`config.mk`:
```
export PLATFORM = sky130hd
export DESIGN_NAME = esl_alu
export DESIGN_NICKNAME = d
export VERILOG_FILES = /design/src/rtl/core/esl_pkg.sv /design/src/rtl/core/esl_alu.sv
export SDC_FILE = /design/constraint.sdc
export NUM_CORES = 1
export LEC_CHECK = 0
export BUFFER_PORTS_ARGS = -buffer_cell sky130_fd_sc_hd__buf_2
export CORE_AREA = 2 2 135 236
export CTS_BUF_LIST = sky130_fd_sc_hd__clkbuf_8
export DETAILED_ROUTE_END_ITERATION = 8
export DIE_AREA = 0 0 137 238
export GPL_TIMING_DRIVEN = 0
export HOLD_SLACK_MARGIN = 0.08
export PLACE_DENSITY = 0.62
export SYNTH_ARGS = -nofsm -noshare
export SYNTH_HDL_FRONTEND = slang
export SYNTH_SLANG_ARGS = --single-unit
```
`constraint.sdc`:
```
create_clock -name i_clk -period 13.9 [get_ports i_clk]
set_input_delay 2.085 -clock i_clk [delete_from_list [all_inputs] [get_ports i_clk]]
set_output_delay 2.085 -clock i_clk [all_outputs]
set_load 0.05 [all_outputs]
```
`src/rtl/core/esl_pkg.sv`:
```
`timescale 1ns / 1ps
package esl_pkg;

    // layer geometry
    localparam int MaxCells = 4096;
    localparam int CellAw   = $clog2(MaxCells);
    localparam int LenW     = 13;
    localparam int CellW    = 48;
    localparam int ThrW     = 16;
    localparam int PosW     = 16;
    localparam int EnW      = 21;
    localparam int IdxW     = 13;

    // shared unit widths
    localparam int NumW  = 64;
    localparam int DenW  = 25;
    localparam int RadW  = 50;
    localparam int RootW = 25;

    // divide by three: floor(x * Recip3 / 2^Recip3Sh) is exact for x below 2^32
    localparam logic [31:0] Recip3   = 32'hAAAA_AAAB;
    localparam int          Recip3Sh = 33;
    localparam int          Div3HalfW = 25;

    // register map (byte address bit 2 selects)
    localparam logic REG_LAYER_LEN = 1'b0;
    localparam logic REG_THRESHOLD = 1'b1;

    localparam logic REQ_PARTICLE = 1'b0;
    localparam logic REQ_STORM_END = 1'b1;

    localparam logic [CellW-1:0] MINUS_ONE_Q16 = 48'hFFFF_FFFF_0000;

    typedef enum logic {
        ALU_DIV,
        ALU_SQRT
    } t_alu_op;

    typedef struct packed {
        logic            go;
        t_alu_op         op;
        logic [NumW-1:0] num;
        logic [DenW-1:0] den;
        logic [RadW-1:0] rad;
    } t_alu_req;

    typedef struct packed {
        logic             done;
        logic [NumW-1:0]  quo;
        logic [RootW-1:0] root;
    } t_alu_rsp;

endpackage

```
`src/rtl/core/esl_alu.sv`:
```
`timescale 1ns / 1ps
// Shared iterative unit: restoring divide (one quotient bit a cycle) or integer
// square root (one root bit a cycle).
module esl_alu (
    input  logic              i_clk,
    input  logic              i_rst_n,
    input  esl_pkg::t_alu_req i_req,
    output esl_pkg::t_alu_rsp o_rsp
);

    typedef enum logic [1:0] {
        A_IDLE,
        A_DIV,
        A_SQRT
    } t_state;

    t_state                       r_state;
    logic [6:0]                   r_cnt;
    logic [esl_pkg::NumW-1:0]     r_num;
    logic [esl_pkg::DenW-1:0]     r_den;
    logic [esl_pkg::DenW:0]       r_rem;
    logic [esl_pkg::RadW-1:0]     r_rad;
    logic [esl_pkg::RootW+2:0]    r_srem;
    logic [esl_pkg::RootW-1:0]    r_root;
    logic                         r_done;

    logic [esl_pkg::DenW:0]    n_rem;
    logic                      n_qbit;
    logic [esl_pkg::RootW+2:0] n_srem;
    logic [esl_pkg::RootW+2:0] n_trial;

    // one divide step
    always_comb begin
        n_rem  = {r_rem[esl_pkg::DenW-1:0], r_num[esl_pkg::NumW-1]};
        n_qbit = (n_rem >= {1'b0, r_den});
        if (n_qbit) begin
            n_rem = n_rem - {1'b0, r_den};
        end
    end

    // one root step
    always_comb begin
        n_srem  = {r_srem[esl_pkg::RootW:0], r_rad[esl_pkg::RadW-1 -: 2]};
        n_trial = {1'b0, r_root, 2'b01};
    end

    always_ff @(posedge i_clk) begin
        if (!i_rst_n) begin
            r_state <= A_IDLE;
            r_done  <= 1'b0;
            r_cnt   <= '0;
        end else begin
            r_done <= 1'b0;
            unique case (r_state)
                A_IDLE: begin
                    if (i_req.go) begin
                        r_num  <= i_req.num;
                        r_den  <= i_req.den;
                        r_rem  <= '0;
                        r_rad  <= i_req.rad;
                        r_srem <= '0;
                        r_root <= '0;
                        if (i_req.op == esl_pkg::ALU_DIV) begin
                            r_cnt   <= 7'(esl_pkg::NumW - 1);
                            r_state <= A_DIV;
                        end else begin
                            r_cnt   <= 7'(esl_pkg::RootW - 1);
                            r_state <= A_SQRT;
                        end
                    end
                end
                A_DIV: begin
                    r_rem <= n_rem;
                    r_num <= {r_num[esl_pkg::NumW-2:0], n_qbit};
                    r_cnt <= r_cnt - 7'd1;
                    if (r_cnt == '0) begin
                        r_done  <= 1'b1;
                        r_state <= A_IDLE;
                    end
                end
                A_SQRT: begin
                    r_rad <= {r_rad[esl_pkg::RadW-3:0], 2'b00};
                    if (n_srem >= n_trial) begin
                        r_srem <= n_srem - n_trial;
                        r_root <= {r_root[esl_pkg::RootW-2:0], 1'b1};
                    end else begin
                        r_srem <= n_srem;
                        r_root <= {r_root[esl_pkg::RootW-2:0], 1'b0};
                    end
                    r_cnt <= r_cnt - 7'd1;
                    if (r_cnt == '0) begin
                        r_done  <= 1'b1;
                        r_state <= A_IDLE;
                    end
                end
                default: r_state <= A_IDLE;
            endcase
        end
    end

    assign o_rsp.done = r_done;
    assign o_rsp.quo  = r_num;
    assign o_rsp.root = r_root;

endmodule
```
### After elaboration in Yosys (flattened, before gate mapping)

Cells that the tools add are included.

| word-level totals | value |
|---|---|
| input bits | 143 |
| logic and storage cells | 51 |
| register bits | 225 |
| output and inout bits | 90 |

| operators by class | value |
|---|---|
| eq/ne operators | 4 |
| magnitude comparators | 2 |
| muxes and demuxes | 21 |
| reductions and logical operators | 12 |
| $add $sub $neg | 3 |

Operator list:

| kind | number |
|---|---|
| one-hot mux 64 bit (2 select lines) | 1 |
| one-hot mux 25 bit (2 select lines) | 2 |
| one-hot mux 50 bit (2 select lines) | 1 |
| 2-to-1 mux 25 bit | 3 |
| 2-to-1 mux 64 bit | 1 |
| 2-to-1 mux 26 bit | 2 |
| one-hot mux 26 bit (2 select lines) | 1 |
| 2-to-1 mux 50 bit | 1 |
| >= comparator 28 x 27 -> 1 bit | 1 |
| >= comparator 26 x 25 -> 1 bit | 1 |
| subtractor 26 bit | 1 |
| subtractor 25 bit | 1 |
| one-hot mux 7 bit (2 select lines) | 1 |
| AND reduction 3 bit | 3 |
| logical NOT 7 bit | 1 |
| 2-to-1 mux 7 bit | 1 |
| subtractor 7 x 1 -> 7 bit, second input constant | 1 |
| 2-to-1 mux 2 bit | 3 |
| 2-to-1 mux 6 bit | 1 |
| AND reduction 2 bit | 3 |
| nonzero test 2 bit | 3 |
| one-hot mux 2 bit (2 select lines) | 1 |
| equality test 2 x 1 -> 1 bit, second input constant | 1 |
| equality test 2 bit, second input constant | 1 |
| other kinds (5) | 6 |

### Longest topological paths before layout

| depth | value |
|---|---|
| word-level depth | 4 |
| mapped depth | 13 |
| gate-level depth less buffers | 12 |

### Worst setup path after synthesis

Ideal clock, no wire load.

| path | value |
|---|---|
| path kind | input port to flip-flop |
| start point | input i_rst_n |
| end point | register r_rad[0] (netlist bit), enable pin |
| required time | 13185 ps |
| stages | 2 |
| setup slack | 3538 ps |
| arrival time | 9647 ps |
| path buffers | 1 |
| library setup time | 715 ps |
| cells stage by stage | clkbuf_1 -> a21boi_0 |

| on the way | value |
|---|---|
| longest elaborated chain between the ends | 1 |

RTL lines:

| what | RTL line | source |
|---|---|---|
| from (decl) | esl_alu.sv:6 | `input logic i_rst_n,` |
| AND reduction 3 bit (no line) | n/a |  |
| to (signal assigned) | esl_alu.sv:60 | `r_rad <= i_req.rad;` |
| to (signal assigned) | esl_alu.sv:82 | `r_rad <= {r_rad[esl_pkg::RadW-3:0], 2'b00};` |
| to (decl) | esl_alu.sv:22 | `logic [esl_pkg::RadW-1:0] r_rad;` |

Every way passes these cells.
A chain may end at the register's enable or synchronous reset.

### Worst setup path in the final report

| path | value |
|---|---|
| start point | register r_num[63] (netlist bit) |
| end point | register r_rem[19] (netlist bit) (data pin) |

| on the way | value |
|---|---|
| longest elaborated chain between the ends | 3 |
| elaborated cells on any way between the ends | 4 |
| those cells by class | add/sub (1); order compare (1); mux (2) |

RTL lines:

| what | RTL line | source |
|---|---|---|
| from (decl) | esl_alu.sv:19 | `logic [esl_pkg::NumW-1:0] r_num;` |
| from (signal assigned) | esl_alu.sv:57 | `r_num <= i_req.num;` |
| from (signal assigned) | esl_alu.sv:74 | `r_num <= {r_num[esl_pkg::NumW-2:0], n_qbit};` |
| subtractor 25 bit or >= comparator 26 x 25 -> 1 bit (tied branches) | esl_alu.sv:37, esl_alu.sv:35 |  |
| 2-to-1 mux 25 bit (*) | esl_alu.sv:36 | `if (n_qbit) begin` |
| one-hot mux 25 bit (2 select lines) (*) | esl_alu.sv:54 | `unique case (r_state)` |
| to (signal assigned) | esl_alu.sv:73 | `r_rem <= n_rem;` |
| to (decl) | esl_alu.sv:21 | `logic [esl_pkg::DenW:0] r_rem;` |

Mark *: on every way between the ends. The rest lies on a longest branch, timed or not.

==> qor.yml <==
detailed_routing:
  drt_pass1_iterations: 4
  drt-total-wl_um: 29600
  vias_per_cell: 5.19
  post_drt_wl_per_cell_um: 17.4
  ant_nets: 0
  remaining_drc_errors: 0
  vias: 8817
  drtIter0Drc: 252
sta:
  slew_viol_final: 0
  fmaxAchievable_mhz: 268
  hold_viol: 0
  slew_headroom: 0.185
  min_period_ns: 3.74
  worstMarginPinSlew_ns: 1.22
  fin_crit_sh: 0.269
  rsz0062_at_grt: "no"
  skew_ns: 0.0242
  holdWs_ns: 0.491
  setup_viol_count_final: 0
cts:
  cts_resized: 0
  insertion_delay_ns: 0.57
  cts.htree.levels: 2
  cts_sinks: 225
  clockRootBuffer: "clkbuf_8"
  clk_pin_slew_ns: 0.06
  cts_buffers: 38
  cts_hold_buf: 0
  post_cts_buffers: 0
  cts_tree: "yes"
  clock_path_buffers: 3
power_and_ir_drop:
  power_uw: 1810
  pwr_density_cell_nw_per_um2: 124
  p_leak_uw: 0.00597
  peakVddDrop_mv: 0.0732
die:
  die_x_um: 137
  core-area_um2: 30600
  fp.dieH_um: 238
  pin_count: 233
  start_util: 0.396
  die-area_um2: 32600
  row_count: 85
layout:
  final_area_um2: 14600
  fillers: 2888
  fin_nets: 1480
  final_core_util: 0.477
  areaGrowthSynthToFinish_pct: 20.5
  drive_gt1_frac: 0.318
setup_path:
  crit_arrival_ns: 4.03
  end_kind: "flip-flop"
  crit_chain: "inv_1 -> ha_1 -> inv_1 -> fa_1 -> a211oi_2 -> o21ai_1 -> a2111oi_4 -> o31ai_1 -> a21o_1 -> a31oi_2 -> buf_2 -> mux2i_1 -> nor2_1"
  setup.worst_path.end: "r_rem[19]$_SDFFCE_PN0P_"
  required_ns: 14.20
  startpoint_type: "flip-flop"
  critPathMostFrequentCell: "inv_1"
  reg2reg_from: "r_num[63]$_DFFE_PP_"
  path_class: "reg2reg"
  rr_worst_depth: 13
  critPathMaxStageDelay_ns: 0.44
  slowest_stage: "a2111oi_4"
  crit_start: "r_num[63]$_DFFE_PP_"
  critPathMaxFanout: 10
  r2r_slack_ns: 10.16
  rr_endpoint: "r_rem[19]$_SDFFCE_PN0P_"
synth:
  syn-num-nets: 1203
  synthCells: 1002
  synth-main-ff-cell: "edfxtp_1"
  ys.warnings.count: 0
  syn_area_per_cell_um2: 12.1
  synth_edf_count: 215
  async_flop_share: 0
  ys_seq_area_frac: 0.548
  netlist_area_um2: 12100
  yosysTopAreaCell: "edfxtp_1"
  synth_cell_types: 67
  synth_area_leaders: "edfxtp_1 (53%), mux2_2 (10%), ha_1 (5.9%)"
  synth.top_cell.area_share: 0.532
  ys_seq_elements: 225
grt:
  busiest_layer: "met2"
  use_met3: 0.0395
  overflow: 0
  grt_usage: 0.183
  grt_use_met1: 0.174
  grt_pass1_vias: 9353
  grt_start_max_net_pins: 65
  grt_pass1_wl_um: 46300
  antenna_found_initial: 6
  grt_util_met2: 0.355
place:
  place_hpwl_um: 22300
  place_area_um2: 13900
  io_buffer_count: 232
  gp_congestion: 0.838
worst_hold_path:
  hold_class: "reg2reg"
flow_run:
  max-cap-violations: 0
run_status:
  outcome: "finished clean"
power breakdown:
group	internal (uW)	total [uW]	switching, uW
sequential	807	829	22.0
clock	281	556	275
combinational	161	423	262
how the worst min path moves through the flow:
stage          cells after the start                    start                 endpoint  slack [ns]
6_report                           2  r_state[1]$_SDFFE_PN0P_  r_state[1]$_SDFFE_PN0P_        0.49
3_5_place_dp                       2  r_state[1]$_SDFFE_PN0P_  r_state[1]$_SDFFE_PN0P_        0.49
2_1_floorplan                      2  r_state[1]$_SDFFE_PN0P_  r_state[1]$_SDFFE_PN0P_        0.46
5_1_grt                            2  r_state[1]$_SDFFE_PN0P_  r_state[1]$_SDFFE_PN0P_        0.52
3_3_place_gp                       2  r_state[1]$_SDFFE_PN0P_  r_state[1]$_SDFFE_PN0P_        0.49
4_1_cts                            2  r_state[1]$_SDFFE_PN0P_  r_state[1]$_SDFFE_PN0P_        0.50
cell type report:
cell class / instances / area, um2 / share of cell area
clock buffer: 39 / 537 / 0.0367
sequential: 225 / 6660 / 0.455
timing repair buffer: 237 / 1290 / 0.0883
multi-input combinational: 659 / 5030 / 0.344
buffer: 42 / 178 / 0.0121
clock inverter: 28 / 149 / 0.0102
inverter: 76 / 285 / 0.0195
antenna: 3 / 7.51 / 0.000513
tap: 391 / 489 / 0.0335
placed cells by master (no fill, tap or decap), types with 6 or more instances in the layout:
cell type and count:
a211oi_1 9, a21boi_0 14, a21o_1 22, a21oi_1 46, a31oi_1 11, and2_1 29
and3_1 6, buf_2 233, clkbuf_1 33, clkbuf_8 39, clkinv_1 8, clkinv_2 6
dfxtp_1 10, edfxtp_1 215, ha_1 57, inv_1 87, mux2_2 111, mux2i_1 19
nand2_1 61, nand2b_1 6, nand3_1 23, nand4_1 14, nor2_1 48, nor2b_1 12
nor3_1 19, o21a_1 13, o21ai_0 30, o31ai_1 7, or3_1 7, xnor2_1 21
xor2_1 13
worst max-delay path, delay by kind of cell (launching register included):
family	cells	cell delay [ns]
compound gates	6	1.68
flops	1	0.40
mux	1	0.22
fa+ha+maj	2	0.61
simple gates	1	0.06
buf+inv	3	0.49
stage by stage:
| step | TNS [ns] | std cells | worst slack [ns] |
|---|---|---|---|
| after global placement | -37.31 | 1625 | -0.374 |
| after floorplan | 0 | 1002 | 3.54 |
| final | 0 | 1700 | 10.16 |
| after detailed placement | 0 | 1630 | 9.81 |
| after CTS | 0 | 1697 | 10.13 |
| after global routing | 0 | 1700 | 9.90 |
cells by family after synthesis:
group / count (synthesis) / synth area share
simple gates: 240 / 0.0990
fa+ha+maj: 58 / 0.0604
mux: 130 / 0.119
xor+xnor: 34 / 0.0245
flops: 225 / 0.548
buf+inv: 118 / 0.0381
compound gates: 197 / 0.111
state kept, by name, indices dropped and copies added, names as in the netlist:
register / flops
r_rad: 50
r_den: 25
r_num: 64
r_root: 25
r_done: 1
r_state: 2
r_srem: 26
r_cnt: 7
r_rem: 25
synthesized netlist by cell type, types with 2 or more instances:
library cell  count
buf_4             3
a211oi_1          9
o211a_1           5
xnor2_1          21
nand2_1          61
or3_1             7
nor2_1           48
edfxtp_1        215
o31ai_1           7
clkbuf_1         33
a31oi_1          11
a21o_1           22
and2_1           30
nand3_1          23
a31o_2            4
nor2b_1          12
dfxtp_1          10
and3_1            6
a21boi_0         15
o22ai_1           2
nor3_1           19
nor3b_1           2
o21ai_1           2
buf_1             4
inv_1            76
ha_1             57
a2111oi_0         2
o21bai_1          5
a41oi_1           3
a21oi_1          46
mux2i_1          19
nor4_1            4
o21a_1           13
nand4_1          14
xor2_1           13
or4b_1            2
nand2b_1          6
o21ai_0          30
mux2_2          111
a211o_1           3
routing by layer:
layer / up-vias / part of all wire
met5: - / 0.0013
li1: 4276 / -
met1: 4194 / 0.35
met2: 247 / 0.56
met3: 94 / 0.051
met4: 6 / 0.047
Note: power is estimated with default switching activity, not from simulation.
