`src/rtl/core/esl_ram.sv`:
```
`timescale 1ns / 1ps
module esl_ram #(
    parameter int Width = 8,
    parameter int Depth = 16
) (
    input  logic                     i_clk,
    input  logic                     i_wr_en,
    input  logic [$clog2(Depth)-1:0] i_wr_addr,
    input  logic [Width-1:0]         i_wr_data,
    input  logic [$clog2(Depth)-1:0] i_rd_addr,
    output logic [Width-1:0]         o_rd_data
);

    logic [Width-1:0] r_mem [Depth];
    logic [Width-1:0] r_rd_data;

    always_ff @(posedge i_clk) begin
        if (i_wr_en) begin
            r_mem[i_wr_addr] <= i_wr_data;
        end
        r_rd_data <= r_mem[i_rd_addr];
    end

    assign o_rd_data = r_rd_data;

endmodule

```
`config.mk`:
```
export PLATFORM = sky130hd
export DESIGN_NAME = esl_ram
export DESIGN_NICKNAME = d
export VERILOG_FILES = /design/src/rtl/core/esl_ram.sv
export SDC_FILE = /design/constraint.sdc
export NUM_CORES = 1
export LEC_CHECK = 0
export CAP_MARGIN = 20
export CORE_ASPECT_RATIO = 0.5
export CORE_UTILIZATION = 50
export CTS_CLUSTER_SIZE = 24
export DETAILED_ROUTE_END_ITERATION = 10
export DONT_BUFFER_PORTS = 1
export PLACE_DENSITY = 0.64
export SYNTH_ARGS = -nofsm -noshare
export SYNTH_HDL_FRONTEND = slang
export SYNTH_SLANG_ARGS = --single-unit
```
`constraint.sdc`:
```
create_clock -name i_clk -period 4.1 [get_ports i_clk]
set_input_delay 0.82 -clock i_clk [delete_from_list [all_inputs] [get_ports i_clk]]
set_output_delay 0.82 -clock i_clk [all_outputs]
set_load 0.005 [all_outputs]
```
# == Word level (Yosys, flattened, before mapping) ==
# Memories as Yosys holds them, arrays and structs flattened. A register that Yosys moved wholly into a read port is not among the register bits.
# Cells that the tools add are included.
# op_classes
mux,2
# op_table
op,n
$mux W1,2
# word_totals
reg_bits,0
ramBits,128
inputBits,18
output_inout_bits,8
word_cells,3
memories,1
# memory_table
name,words,width,rd,rd_ports_with_merged_regs,wr,line_no,rtl
r_mem,16,8,1,1,1,14,logic [Width-1:0] r_mem [Depth];

# == Depth between registers and ports, before layout ==
# Gate-level depths: netlist of the first run.
# depth
ltp_word,2
ltp_mapped,5

# == Worst setup path before layout of the first run ==
# No wires, ideal clock.
# synth_path
kind,input port to flip-flop
start,input port i_wr_addr[2]
end,memory r_mem[0][0] (enable)
setup_time_ns,0.383
t_arrival_ns,1.930
required_ns,3.717
slack_ns,1.787
path_stages,2
path_buffers,0
cell_sequence,or3b_2 nor3_1
# synth_rtl
item,line_no,rtl
start: declaration,8,"input logic [$clog2(Depth)-1:0] i_wr_addr,"
end: declaration,14,
# Straight into the memory's write port.

# == Final worst setup path of the first run ==
# layout_path
start,input port i_wr_addr[2]
end,memory r_mem[1][3] (enable)
# Straight into the memory's write port.

==> summary.md, run 1 <==
| Metric | Value |
|---|---|
| Status | `completed` |
| Hold-fix buffers, CTS | `0` |
| CP max-delay cell | `nor2_1` |
| CP Capture Type | `flop` |
| First-pass GRT wire length | `14.3 mm` |
| Pwr per Cell Area | `588 mW/mm^2` |
| Layout cell share with drive strength beyond 1 | `0.204` |
| DRC | `0` |
| Worst setup margin | `2.22 ns` |
| Clock latency on the worst-skew pair | `0.42 ns` |
| FF+latch area | `0.00400 mm^2` |
| Initial antenna violation count | `0` |
| H-tree depth | `4` |
| Crit-path max FO | `8` |
| I/O pins | `26` |
| ANT cells | `0` |
| Final Max Tran Viols | `0` |
| 1st-iter DRT viols | `170` |
| Finished Layout Cells | `390` |
| Fin nets | `260` |
| Worst clock skew | `0.0120 ns` |
| Hold path depth | `0` |
| First-pass DRT Iterations | `4` |
| CP arrival | `1.93 ns` |
| Setup Fix Bufs, Post-CTS | `0` |
| Post-synth EDFFs | `128` |
| Area of the multi-input gates | `0.00106 mm^2` |
| Post-synth top area share | `0.747` |
| Worst hold path class | `input pin to flop` |
| YS warnings | `0` |
| Routed Wire Length | `9.69 mm` |
| RSZ-0062 raised after global routing | `false` |
| F_max | `0.531 GHz` |
| Cell Rows | `25` |
| Clk buf depth | `2` |
| Maximum vdd drop | `0.000388 V` |
| CP startpoint | `i_wr_addr[2]` |
| Synth top cells by count | `edfxtp_1 (128), mux4_2 (18), a22oi_1 (16), mux4_1 (14), nor2_1 (13)` |
| Most common cell in the netlist | `edfxtp_1` |
| Final hold vios | `0` |
| Yosys reg bits | `136` |
| Area grow syn2layout | `16.3%` |
| Post-layout min period | `1.88 ns` |
| Post-Synthesis Cells | `229` |
| TritonCTS clock tree | `done` |
| CP bufs+invs | `0` |
| Max_cap viols | `0` |
| Vias in the first global route | `2,345` |
| Leak Pwr | `0.00197 uW` |
| Clock slew at reported path FFs | `0.06 ns` |
| # port buffers | `0` |
| # resized after CTS | `0` |
| CTS buffer count | `17` |
| Yosys top cell by area | `edfxtp_1` |
| Gr ovfl total | `0` |
| Clk sinks | `136` |
| Antenna-violating nets left | `0` |
| CP top delay family | `simple AND/OR/NAND/NOR gates` |
| Seq/Total Area, Yosys | `0.778` |
| CP required | `4.14 ns` |
| Synth area leaders | `edfxtp_1 (75%), mux4_2 (7.9%), mux4_1 (7.1%), dfxtp_1 (3.1%), a22oi_1 (2.3%)` |
| Critical Path Max Stage Delay | `0.59 ns` |
| Final cycle utilization of the critical path | `0.460` |
| Ys async rst share | `0` |
| FILL cells | `665` |
| Core area | `0.00973 mm^2` |
| Cell chain of the critical path | `or3b_2 > nor2_1` |
| Placed cells | `356` |
| WS Path Type | `input pin to flop` |
| Util after Layout | `0.615` |
| Gpl congestion | `0.729` |
| Hpwl dp | `5.73 mm` |
| Reg-to-Reg Start | `r_mem[10][1]` |
| Largest net degree at the start of global routing | `33` |
| Vias per Instance | `5.89` |
| GR Util All Layers | `0.203` |
| Max_slew headroom | `0.428` |
| Design Area, Final | `0.00599 mm^2` |
| Syn avg cell area | `22.5 um^2` |
| Slew @ Worst Pin | `0.855 ns` |
| Worst reg2reg path depth | `3` |
| Die area | `0.0107 mm^2` |
| Mapped Nets | `247` |
| Die height | `73.7 um` |
| Startpoint types | `input pin` |
| Worst path depth | `2` |
| Starting Density | `0.529` |
| Most used DFF post-synth | `edfxtp_1` |
| Synth unique cells | `19` |
| Wire length per cell | `24.8 um` |
| Final Setup Violations | `0` |
| Width of the die | `145 um` |
| CTS root buffer | `clkbuf_16` |
| DP Area | `0.00525 mm^2` |
| Final TNS setup | `0 ns` |
| Vias | `2,297` |
| Hold path start | `i_wr_data[5]` |
| Pre-CTS WS | `1.72 ns` |
| Synth Cell Area | `0.00515 mm^2` |
## layout make-up
class,instances,area share
sequential,136,0.669
tap,135,0.0282
clock inverter,14,0.0502
clock buffer,18,0.0717
timing repair buffer,4,0.00460
multi-input combinational,83,0.177
## path summary, 6_finish.rpt
path                       end  slack, ns
setup / recovery   r_mem[1][3]       2.22
hold / removal     r_mem[0][5]       0.50
setup reg to reg  o_rd_data[1]       2.58
hold reg to reg   o_rd_data[6]       0.67
## power by group
part	total, uW	internal, uW	switching [uW]
clock network	1870	1320	553
registers	1570	1560	10.4
logic	82.4	44.3	38.0
## sequential cells by signal, summed over array words and instances (netlist names)
register	flops
r_mem	128
o_rd_data	8
## per-layer routing
metal | global-route usage | vias to the layer above | part of all wire
li1 | - | 1003 | -
met1 | 0.261 | 1228 | 0.45
met2 | 0.320 | 59 | 0.48
met3 | 0.0776 | 7 | 0.060
met4 | 0.0807 | 0 | 0.0074
met5 | 0 | - | 0
## logic make-up (layout without fill, tap and decap cells)
group / Yosys count / in the layout / synth area share
multiplexers: 32 / 32 / 0.150
buffers and inverters: 10 / 36 / 0.0168
AO/OA/AOI/OAI: 16 / 16 / 0.0233
flip-flops: 136 / 136 / 0.778
AND/OR/NAND/NOR: 35 / 35 / 0.0318
## stage by stage
stage | total power [uW] | hold slack (ns)
finish | 3520 | 0.496
global route | 3620 | 0.468
CTS | 3550 | 0.477
detailed placement | 1680 | 0.666
global placement | 1670 | 0.658
floorplan | 1670 | 0.629
## cells in the final DEF (no fill, tap or decap), drive strengths merged
master,count
mux4,32
nor2,13
and2,1
dfxtp,8
bufinv,9
nand2b,2
and2b,1
or3b,1
nand3b,2
nor2b,1
nor3,4
a22oi,16
clkbuf,19
edfxtp,128
nand3,1
clkinv,5
buf,3
nand2,9
Note: power is estimated with default switching activity, not from simulation.
==> run 2: changes to the inputs <==
Settings changed: PLACE_DENSITY 0.64 to 0.67.
Clock period 4.1 ns to 1.7 ns, I/O delays scaled along.
==> summary.md, run 2 (synthesis results as in run 1) <==
| Metric | Value |
|---|---|
| Status | `completed (unchanged)` |
| Antenna-violating nets left | `0 (unchanged)` |
| Commonest non-fill, non-tap cell in the layout | `edfxtp_1 (unchanged)` |
| DP Area | `0.00536 mm^2 (was 0.00525 mm^2)` |
| Final Max Tran Viols | `0 (unchanged)` |
| Worst clock skew | `0.00806 ns (was 0.0120 ns)` |
| Post-layout min period | `1.43 ns` |
| Initial antenna violation count | `0 (unchanged)` |
| Flop pwr share | `0.517 (was 0.445)` |
| Crit Reg-Reg Endpoint | `o_rd_data[2] (was o_rd_data[1])` |
| Worst path depth | `3 (was 2)` |
| CP Capture Type | `flop (unchanged)` |
| Max_slew headroom | `0.534 (was 0.428)` |
| Vias per Instance | `5.87 (was 5.89)` |
| RSZ-0062 raised after global routing | `false (unchanged)` |
| Layout cell share with drive strength beyond 1 | `0.226 (was 0.204)` |
| Vias in the first global route | `2,378 (was 2,345)` |
| Core area | `0.00973 mm^2 (unchanged)` |
| Most flop-heavy register | `r_mem (unchanged)` |
| Design Area, Final | `0.00593 mm^2 (was 0.00599 mm^2)` |
| FF+latch area | `0.00400 mm^2 (unchanged)` |
| CP bufs+invs | `0 (unchanged)` |
| Pwr Total | `7340 uW (was 3520 uW)` |
| CTS root buffer | `clkbuf_16 (unchanged)` |
| Final TNS setup | `0 ns (unchanged)` |
| Crit path to | `o_rd_data[2] (was r_mem[1][3])` |
| Startpoint types | `flop (was input pin)` |
| Fin nets | `275 (was 260)` |
| F_max | `0.700 GHz` |
| ANT cells | `0 (unchanged)` |
| CTS buffer count | `17 (unchanged)` |
| CP required | `1.98 ns (was 4.14 ns)` |
| Gpl congestion | `0.742 (was 0.729)` |
| H-tree depth | `4 (unchanged)` |
| Reg-to-Reg Start | `r_mem[9][2] (was r_mem[10][1])` |
| CP top delay family | `multiplexers (was simple AND/OR/NAND/NOR gates)` |
| CP startpoint | `r_mem[9][2] (was i_wr_addr[2])` |
| Placed cells | `370 (was 356)` |
| Die area | `0.0107 mm^2 (unchanged)` |
| Hpwl dp | `6.36 mm (was 5.73 mm)` |
| Clock slew at reported path FFs | `0.05 ns (was 0.06 ns)` |
| Max_cap viols | `0 (unchanged)` |
| R2R setup slack | `0.27 ns (was 2.58 ns)` |
| Finished Layout Cells | `405 (was 390)` |
| CP max-delay cell | `mux4_1 (was nor2_1)` |
| I/O pins | `26 (unchanged)` |
| 1st-iter DRT viols | `256 (was 170)` |
| Worst reg2reg path depth | `3 (unchanged)` |
| Clk sinks | `136 (unchanged)` |
| Final Setup Violations | `0 (unchanged)` |
| Most frequent cells in the layout | `edfxtp_1 (128), mux4_2 (18), clkbuf_16 (17) (unchanged)` |
| Hold WS | `0.0262 ns (was 0.496 ns)` |
| First-pass GRT wire length | `15.1 mm (was 14.3 mm)` |
| DRC | `0 (unchanged)` |
| Area of the multi-input gates | `0.00106 mm^2 (about the same)` |
| Hold path start | `i_wr_data[0] (was i_wr_data[5])` |
| Setup Fix Bufs, Post-CTS | `0 (unchanged)` |
| # port buffers | `0 (unchanged)` |
| Largest net degree at the start of global routing | `33 (unchanged)` |
| TritonCTS clock tree | `done (unchanged)` |
| Leak Pwr | `0.00196 uW (was 0.00197 uW)` |
| Gate power share | `0.029 (was 0.023)` |
| Clock share of power | `0.454 (was 0.532)` |
| Final hold vios | `0 (unchanged)` |
| Psw | `1350 uW (was 602 uW)` |
| Routed Wire Length | `10.1 mm (was 9.69 mm)` |
| WS Path Type | `flop to flop (was input pin to flop)` |
| CP arrival | `1.71 ns (was 1.93 ns)` |
| Die height | `73.7 um (unchanged)` |
| Starting Density | `0.529 (unchanged)` |
| Int Pwr | `5990 uW (was 2920 uW)` |
| Clock latency on the worst-skew pair | `0.41 ns (was 0.42 ns)` |
| Worst hold path class | `input pin to flop (unchanged)` |
| GR Util All Layers | `0.211 (was 0.203)` |
| Clk buf depth | `2 (unchanged)` |
| Hold-fix buffers, CTS | `0 (unchanged)` |
| Width of the die | `145 um (unchanged)` |
| Largest register FFs | `128 (unchanged)` |
| Crit-path max FO | `1 (was 8)` |
| Critical Path Max Stage Delay | `0.53 ns (was 0.59 ns)` |
| Area grow syn2layout | `15.2% (was 16.3%)` |
| Cell chain of the critical path | `mux4_1 > a22oi_1 > nand2_1 (was or3b_2 > nor2_1)` |
| Pwr per Cell Area | `1240 mW/mm^2 (was 588 mW/mm^2)` |
| Wire length per cell | `25.0 um (was 24.8 um)` |
| Gr ovfl total | `0 (unchanged)` |
| First-pass DRT Iterations | `4 (unchanged)` |
| Switch share | `0.184 (was 0.171)` |
| # resized after CTS | `0 (unchanged)` |
| Cell Rows | `25 (unchanged)` |
| Slew @ Worst Pin | `0.697 ns (was 0.855 ns)` |
| Vias | `2,378 (was 2,297)` |
| Maximum vdd drop | `0.000809 V (was 0.000388 V)` |
| FILL cells | `648 (was 665)` |
| Final cycle utilization of the critical path | `0.841` |
-- run 2: changes by cell type in the layout (fill, tap and decap cells not counted), sizes merged --
cell,change
bufinv,-8
dlygate4sd3,+3
clkbuf,+8
buf,+13
clkinv,-1
-- run 2: worst min path at each step --
stage                  end  cells past startpoint
6_report       r_mem[5][0]                      0
5_1_grt        r_mem[0][4]                      0
4_1_cts        r_mem[2][2]                      0
3_5_place_dp   r_mem[5][2]                      0
3_3_place_gp   r_mem[1][2]                      0
2_1_floorplan  r_mem[0][0]                      0
-- run 2: final cells by class --
cell class,instances,share of cell area
clock buffers,27,0.0832
clock inverters,5,0.00844
well taps,135,0.0285
repair buffers,19,0.0253
flip-flops and latches,136,0.675
multi-input cells,83,0.179
-- run 2: power by group through the flow --
stage / combinational [uW] / sequential, uW / clock [uW]
6_report: 214 / 3790 / 3330
5_1_grt: 227 / 3800 / 3530
4_1_cts: 207 / 3790 / 3380
3_5_place_dp: 206 / 3860 / 0
3_3_place_gp: 205 / 3860 / 0
2_1_floorplan: 191 / 3840 / 0
-- run 2: through the flow --
| step | worst slack (ns) | util |
|---|---|---|
| global placement | 0.235 | 0.550 |
| floorplan | 0.0939 | - |
| global route | 0.192 | 0.609 |
| finish | 0.270 | 0.609 |
| detailed placement | 0.226 | 0.550 |
| CTS | 0.296 | 0.606 |
-- run 2: per-layer routing --
layer  GRT usage  vias up  share of wire
met5           0        -              0
met2       0.295       91           0.44
met1       0.297     1250           0.45
met4      0.0632        0          0.012
met3      0.0938       12          0.097
li1            -     1025              -
==> run 3: changes to the inputs <==
Clock period 1.7 ns to 1.2 ns, I/O delays scaled along.
==> summary.md, run 3 (synthesis results as in run 1) <==
| Metric | Value |
|---|---|
| Setup Fix Bufs, Post-CTS | `0 (unchanged)` |
| Area grow syn2layout | `19.2% (was 15.2%)` |
| Routed Wire Length | `9.44 mm (was 10.1 mm)` |
| WS Path Type | `flop to flop (unchanged)` |
| Max_slew headroom | `0.365 (was 0.534)` |
| Width of the die | `145 um (unchanged)` |
| Core area | `0.00973 mm^2 (unchanged)` |
| First-pass GRT wire length | `14.5 mm (was 15.1 mm)` |
| Final Setup Violations | `8 (was 0)` |
| Crit-path max FO | `1 (unchanged)` |
| Final TNS setup | `-0.366 ns (was 0 ns)` |
| Final hold vios | `0 (unchanged)` |
| Area of the multi-input gates | `0.00113 mm^2 (was 0.00106 mm^2)` |
| Largest register FFs | `128 (unchanged)` |
| Vias | `2,339 (was 2,378)` |
| Fin nets | `277 (was 275)` |
| F_max | `0.791 GHz (was 0.700 GHz)` |
| Vias in the first global route | `2,465 (was 2,378)` |
| Clk sinks | `136 (unchanged)` |
| 1st-iter DRT viols | `212 (was 256)` |
| RSZ-0062 raised after global routing | `true (was false)` |
| CTS root buffer | `clkbuf_16 (unchanged)` |
| Final Max Tran Viols | `0 (unchanged)` |
| Clk buf depth | `2 (unchanged)` |
| Max_cap viols | `0 (unchanged)` |
| Switch share | `0.185 (was 0.184)` |
| ANT cells | `0 (unchanged)` |
| Antenna-violating nets left | `0 (unchanged)` |
| I/O pins | `26 (unchanged)` |
| Die area | `0.0107 mm^2 (unchanged)` |
| Clock share of power | `0.462 (was 0.454)` |
| Initial antenna violation count | `0 (unchanged)` |
| TritonCTS clock tree | `done (unchanged)` |
| Status | `complete, but fails checks (was completed)` |
| Maximum vdd drop | `0.00127 V (was 0.000809 V)` |
| CTS buffer count | `17 (unchanged)` |
| Pwr per Cell Area | `1750 mW/mm^2 (was 1240 mW/mm^2)` |
| Gr ovfl total | `0 (unchanged)` |
| Pre-CTS WS | `-0.178 ns (was 0.226 ns)` |
| Int Pwr | `8760 uW (was 5990 uW)` |
| Final cycle utilization of the critical path | `1.05 (was 0.841)` |
| FF+latch area | `0.00400 mm^2 (unchanged)` |
| Vias per Instance | `5.75 (was 5.87)` |
| Hpwl dp | `5.78 mm (was 6.36 mm)` |
| Gpl congestion | `0.717 (was 0.742)` |
| Worst hold path class | `input pin to flop (unchanged)` |
| CP Capture Type | `flop (unchanged)` |
| Flop pwr share | `0.498 (was 0.517)` |
| Clock latency on the worst-skew pair | `0.41 ns (about the same)` |
| Leak Pwr | `0.00195 uW (was 0.00196 uW)` |
| CP required | `1.49 ns (was 1.98 ns)` |
| Psw | `1990 uW (was 1350 uW)` |
| Largest net degree at the start of global routing | `33 (unchanged)` |
| Wire length per cell | `23.2 um (was 25.0 um)` |
| FILL cells | `626 (was 648)` |
| # port buffers | `0 (unchanged)` |
| Commonest non-fill, non-tap cell in the layout | `edfxtp_1 (unchanged)` |
| Starting Density | `0.529 (unchanged)` |
| First-pass DRT Iterations | `4 (unchanged)` |
| Failing checks | `negative setup slack` |
| DRC | `0 (unchanged)` |
| Worst clock skew | `0.0104 ns (was 0.00806 ns)` |
| Slew @ Worst Pin | `0.950 ns (was 0.697 ns)` |
| Gate power share | `0.040 (was 0.029)` |
| Most flop-heavy register | `r_mem (unchanged)` |
| Worst setup margin | `-0.0636 ns (was 0.270 ns)` |
| Post-layout min period | `1.26 ns (was 1.43 ns)` |
| Most frequent cells in the layout | `edfxtp_1 (128), mux4_2 (32), clkbuf_16 (17) (was edfxtp_1 (128), mux4_2 (18), clkbuf_16 (17))` |
| Layout cell share with drive strength beyond 1 | `0.353 (was 0.226)` |
| GR Util All Layers | `0.197 (was 0.211)` |
| Clock slew at reported path FFs | `0.06 ns (was 0.05 ns)` |
| Die height | `73.7 um (unchanged)` |
| Cell Rows | `25 (unchanged)` |
| CP arrival | `1.56 ns (was 1.71 ns)` |
| H-tree depth | `4 (unchanged)` |
| Startpoint types | `flop (unchanged)` |
| Util after Layout | `0.630 (was 0.609)` |
==> run 3: area by class of cell <==
type                            instances  area share
Clock buffer                           30      0.0887
Clock inverter                          2     0.00571
Multi-Input combinational cell         83       0.184
Sequential cell                       136       0.653
Tap cell                              135      0.0275
Timing Repair Buffer                   21      0.0412
==> run 3: timing repair <==
action                                  4_1_cts  5_1_grt
endpoints found under the setup margin        8        8
hold endpoints to repair                    128        0
pin swaps                                     5        3
hold buffers                                  8        0
gates resized for setup                      10        3
==> run 3: final timing paths <==
| kind | startpoint | end | slack (ns) | cells after the start |
|---|---|---|---|---|
| hold reg to reg | r_mem[14][7] | o_rd_data[7] | 0.67 | 3 |
| setup reg to reg | r_mem[3][2] | o_rd_data[2] | -0.06 | 3 |
| setup / recovery | r_mem[3][2] | o_rd_data[2] | -0.06 | 3 |
| hold / removal | i_rd_addr[1] | o_rd_data[7] | 0.14 | 3 |
==> run 3: critical path, stage by stage (launching register included) <==
cell,delay (ns)
edfxtp_1,0.36
mux4_2,0.48
a22oi_2,0.21
nand2_1,0.10
==> run 3: power groups by stage <==
stage          logic, uW  registers (uW)  clock network [uW]
6_report             425            5360                4970
5_1_grt              456            5360                5210
4_1_cts              422            5360                5050
3_5_place_dp         310            5450                   0
3_3_place_gp         308            5440                   0
2_1_floorplan        306            5440                   0
==> run 3: layer usage <==
| layer | vias up | GRT usage | share of wire | routed length, um |
|---|---|---|---|---|
| li1 | 1025 | - | - | - |
| met4 | 0 | 0.0737 | 0.0085 | 80 |
| met3 | 9 | 0.0671 | 0.068 | 642 |
| met1 | 1218 | 0.272 | 0.45 | 4270 |
| met5 | - | 0 | 0 | 0 |
| met2 | 87 | 0.297 | 0.47 | 4450 |
==> run 3: per-stage QoR <==
| stage | std cells | instance area [um^2] | power (uW) | hold WS (ns) |
|---|---|---|---|---|
| finish | 407 | 6130 | 10700 | 0.141 |
| global route | 407 | 6130 | 11000 | 0.134 |
| CTS | 407 | 6130 | 10800 | 0.119 |
| detailed placement | 367 | 5420 | 5760 | 0.340 |
| global placement | 367 | 5420 | 5750 | 0.340 |
| floorplan | 229 | 5200 | 5740 | 0.339 |
